### src/rtl/buddy_page_allocator_assert.svh
// Assertion macros for the buddy page allocator.
// Each macro expects signals named clock and reset in the calling scope.
`ifndef BUDDY_PAGE_ALLOCATOR_ASSERT_SVH
`define BUDDY_PAGE_ALLOCATOR_ASSERT_SVH
`ifndef SYNTHESIS
`define BPA_ASSERT_IMP(lbl, ante, cons) \
   lbl: assert property (@(posedge clock) disable iff (reset) (ante) |-> (cons)) \
      else $error("buddy page allocator check failed");
`define BPA_ASSERT_NEXT(lbl, ante, cons) \
   lbl: assert property (@(posedge clock) disable iff (reset) (ante) |=> (cons)) \
      else $error("buddy page allocator check failed");
`else
`define BPA_ASSERT_IMP(lbl, ante, cons)
`define BPA_ASSERT_NEXT(lbl, ante, cons)
`endif
`endif

### src/rtl/bpa_ram.sv
module bpa_ram #(
   parameter int WIDTH = 32,
   parameter int DEPTH = 64
) (
   input  logic                     clock,
   input  logic                     wr_en,
   input  logic [$clog2(DEPTH)-1:0] wr_addr,
   input  logic [WIDTH-1:0]         wr_data,
   input  logic [$clog2(DEPTH)-1:0] rd_addr,
   output logic [WIDTH-1:0]         rd_data
);

   logic [WIDTH-1:0] mem [DEPTH];
   logic [WIDTH-1:0] rd_data_ff;

   always_ff @(posedge clock) begin
      if (wr_en) begin
         mem[wr_addr] <= wr_data;
      end
      rd_data_ff <= mem[rd_addr];
   end

   assign rd_data = rd_data_ff;

endmodule
### config.mk
export PLATFORM = sky130hd
export DESIGN_NAME = bpa_ram
export DESIGN_NICKNAME = d
export VERILOG_FILES = /design/src/rtl/buddy_page_allocator_assert.svh /design/src/rtl/bpa_ram.sv
export SDC_FILE = /design/constraint.sdc
export NUM_CORES = 2
export LEC_CHECK = 0
export CELL_PAD_IN_SITES_DETAIL_PLACEMENT = 0
export CELL_PAD_IN_SITES_GLOBAL_PLACEMENT = 1
export CORE_UTILIZATION = 50
export CTS_CLUSTER_SIZE = 14
export DETAILED_ROUTE_END_ITERATION = 6
export DONT_BUFFER_PORTS = 1
export PLACE_DENSITY = 0.7
export SYNTH_ARGS = -nofsm -noshare
export SYNTH_HDL_FRONTEND = slang
export SYNTH_SLANG_ARGS = --single-unit
### constraint.sdc
create_clock -name clock -period 5.7 [get_ports clock]
set_clock_uncertainty 0.2 [all_clocks]
set_input_delay 0.285 -clock clock [delete_from_list [all_inputs] [get_ports clock]]
set_output_delay 0.285 -clock clock [all_outputs]
set_load 0.1 [all_outputs]
==> metrics <==
worst slew pin tran=1810 ps; endpoints failing setup=0; Slew HR=-20.8%; setup bufs post-CTS=0; Max Fanout on Critical Path=513; CTS tree=built; Max VDD drop=0.000333 V; 1st-iter DRT viols=4370; Netlist Area Pre-Place=0.0785 mm2; Synthesized Nets=3370; Reg clk slew, reported paths=60 ps; Longest Clk Path Bufs=3; I/O pin count=78; Final TNS setup=0 ps; Final ANT Viol Nets=0; Detail Placement HPWL=101000 um; failing checks=slew limit; Synth Register Bits=2080; Worst path most repeated cell=mux4_2; port bufs=0; Synth Warn #=0; kind of critical path=primary input to flip-flop; Die X=398 um; Initial Util=50.3%; Clock Latency Late Sink=820 ps; Largest stage delay, worst path=1100 ps; Worst Setup End Kind=flip-flop; Root Buffer Master=clkbuf_16; share of layout cells above drive strength 1=27.0%; Tmin final=3450 ps; vias in the first global route=36500; max-cap viol count=0; aggregate global routing overflow=0; status=finished with violations; Fin. Hold Viols=0; register area share after synthesis=79.1%; register area=0.0621 mm2; core area=0.156 mm2; row count=145; area of the multi-input gates=0.0160 mm2; CTS Buf Count=199; DRT Pass-1 Iters=6; Nets=3536; H-tree depth=4; routed length per instance=33.7 um; CP arrival=3950 ps; drt drc=0; fillcell total=11100; HP Class=primary input to flip-flop; Netlist cell types=34; Startpoint Class=primary input; Placed Instances=5265; Final Max Tran Viols=170; DIE AREA=0.159 mm2; Overall Global Routing Usage=24.8%; Non-Filler Instances=5720; die height=398 um; largest net degree at the start of global routing=514; pwr/cell area=353 mW/mm2; gpl congestion=0.891; Routed WL=193000 um; clock sinks=2080; initial antenna violation count=12; worst-path cell chain=mux4_2 > mux4_2 > o22ai_1 > dlygate4sd3_1 > nor2_1; vias per cell=6.29; leakage power=0.0274 uW; synthesized area per cell=23.6 um2; Buf/Inv on CP=1; family with the most delay on the worst path=multiplexers; cells after synthesis=3324; Final period util=60.5%; RSZ-0062 raised after global routing=no; Peak Freq=290 MHz; first-pass GRT wire length=274000 um; Critical Path RT=6200 ps; critical path's slowest cell=mux4_2; total number of vias=36000; Area Growth Syn to Fin=13.2%
Yosys cell counts, drive strengths merged:
library cell	count	area share [%]
o32ai	4	0.045
or2	3	0.024
nand4b	1	0.011
buf	108	0.77
nand2b	8	0.064
mux4	544	16
edfxtp	2048	78
or3b	5	0.056
o221ai	27	0.30
nor2b	15	0.12
nand2	26	0.12
nand4	2	0.016
a41o	4	0.051
nor2	137	0.65
a311oi	8	0.089
nor3	7	0.045
and3	4	0.032
a31oi	1	0.0080
o22ai	84	0.67
and2	2	0.016
a22oi	12	0.11
or3	3	0.024
clkbuf	74	0.35
nand3	5	0.032
dfxtp	32	0.82
mux2i	93	1.2
nand3b	5	0.048
a21oi	62	0.40
layer usage:
metal | GRT usage [%] | up-vias | share of wire, %
met3 | 6.01 | 252 | 9.3
li1 | - | 14600 | -
met4 | 6.54 | 4 | 2.4
met1 | 34.0 | 19500 | 39
met2 | 40.0 | 1605 | 49
met5 | 0 | - | 0.018
stage by stage:
step	setup WS, ps	cell area [um2]	total power [uW]	util (%)	hold WS, ps
4_1_cts	2730	88800	31500	56.9	3.95
6_report	2250	88900	31400	57.0	44.5
3_5_place_dp	2480	81200	18500	52.0	190
2_1_floorplan	2060	78500	18400	-	184
3_3_place_gp	2480	81200	18500	52.0	190
5_1_grt	2580	88900	32100	57.0	20.7
final timing paths:
path / start / endpoint / slack (ps) / cells past startpoint
max: rd_addr[0] / rd_data[26] / 2250 / 5
min: wr_addr[2] / mem[53][20] / 40 / 3
max reg2reg: mem[18][1] / rd_data[1] / 2680 / 5
min reg2reg: mem[28][17] / rd_data[17] / 550 / 4
report_power, final:
part / total [uW] / switching, uW / leakage (uW) / internal (uW)
Clock: 12700 / 5520 / 0.00307 / 7180
Combinational: 1520 / 907 / 0.00565 / 614
Sequential: 17100 / 215 / 0.0187 / 16900
tightest hold or removal path: cells and delay by family:
kind	cells	cell delay [ps]
AND/OR/NAND/NOR	2	200
buffers and inverters	1	320
registers in the layout, summed over array words and instances, names as in the netlist:
signal,count
mem,2048
rd_data,32
repair_timing:
| item | in CTS | in global routing |
|---|---|---|
| hold endpoints to repair | 2167 | 0 |
| resized for setup | 0 | 0 |
| hold buffers | 82 | 0 |
cell type report:
type / instances / share of cell area [%]
Sequential cell: 2080 / 69.9
Multi-Input combinational cell: 1062 / 18.0
Clock inverter: 117 / 0.988
Antenna cell: 3 / 0.00845
Tap cell: 2058 / 2.90
Timing Repair Buffer: 147 / 2.16
Clock buffer: 253 / 6.04
kinds of logic after synthesis:
logic type	after synthesis	share of synthesized area (%)
DFF	2080	79.1
muxes	637	16.8
and+or+nand+nor	223	1.27
AOI/OAI and AO/OA	202	1.67
buffers and inverters	182	1.13
layout by cell type (no fill, tap or decap), types with 4 or more instances in the layout:
cell type / instances
a21oi_1: 62
a22oi_1: 12
a311oi_1: 8
a41o_1: 4
and3_1: 4
buf_16: 34
buf_4: 64
bufinv_16: 12
clkbuf_1: 42
clkbuf_16: 205
clkbuf_8: 6
clkinv_1: 53
clkinv_2: 39
clkinvlp_4: 4
dfxtp_1: 32
dlygate4sd3_1: 47
edfxtp_1: 2048
inv_6: 7
mux2i_1: 93
mux4_2: 544
nand2_1: 26
nand2b_1: 7
nand3_1: 5
nand3b_1: 5
nor2_1: 75
nor2_4: 62
nor2b_1: 14
nor3_1: 5
o221ai_1: 27
o22ai_1: 84
o32ai_1: 4
Note: power is estimated with default switching activity, not from simulation.
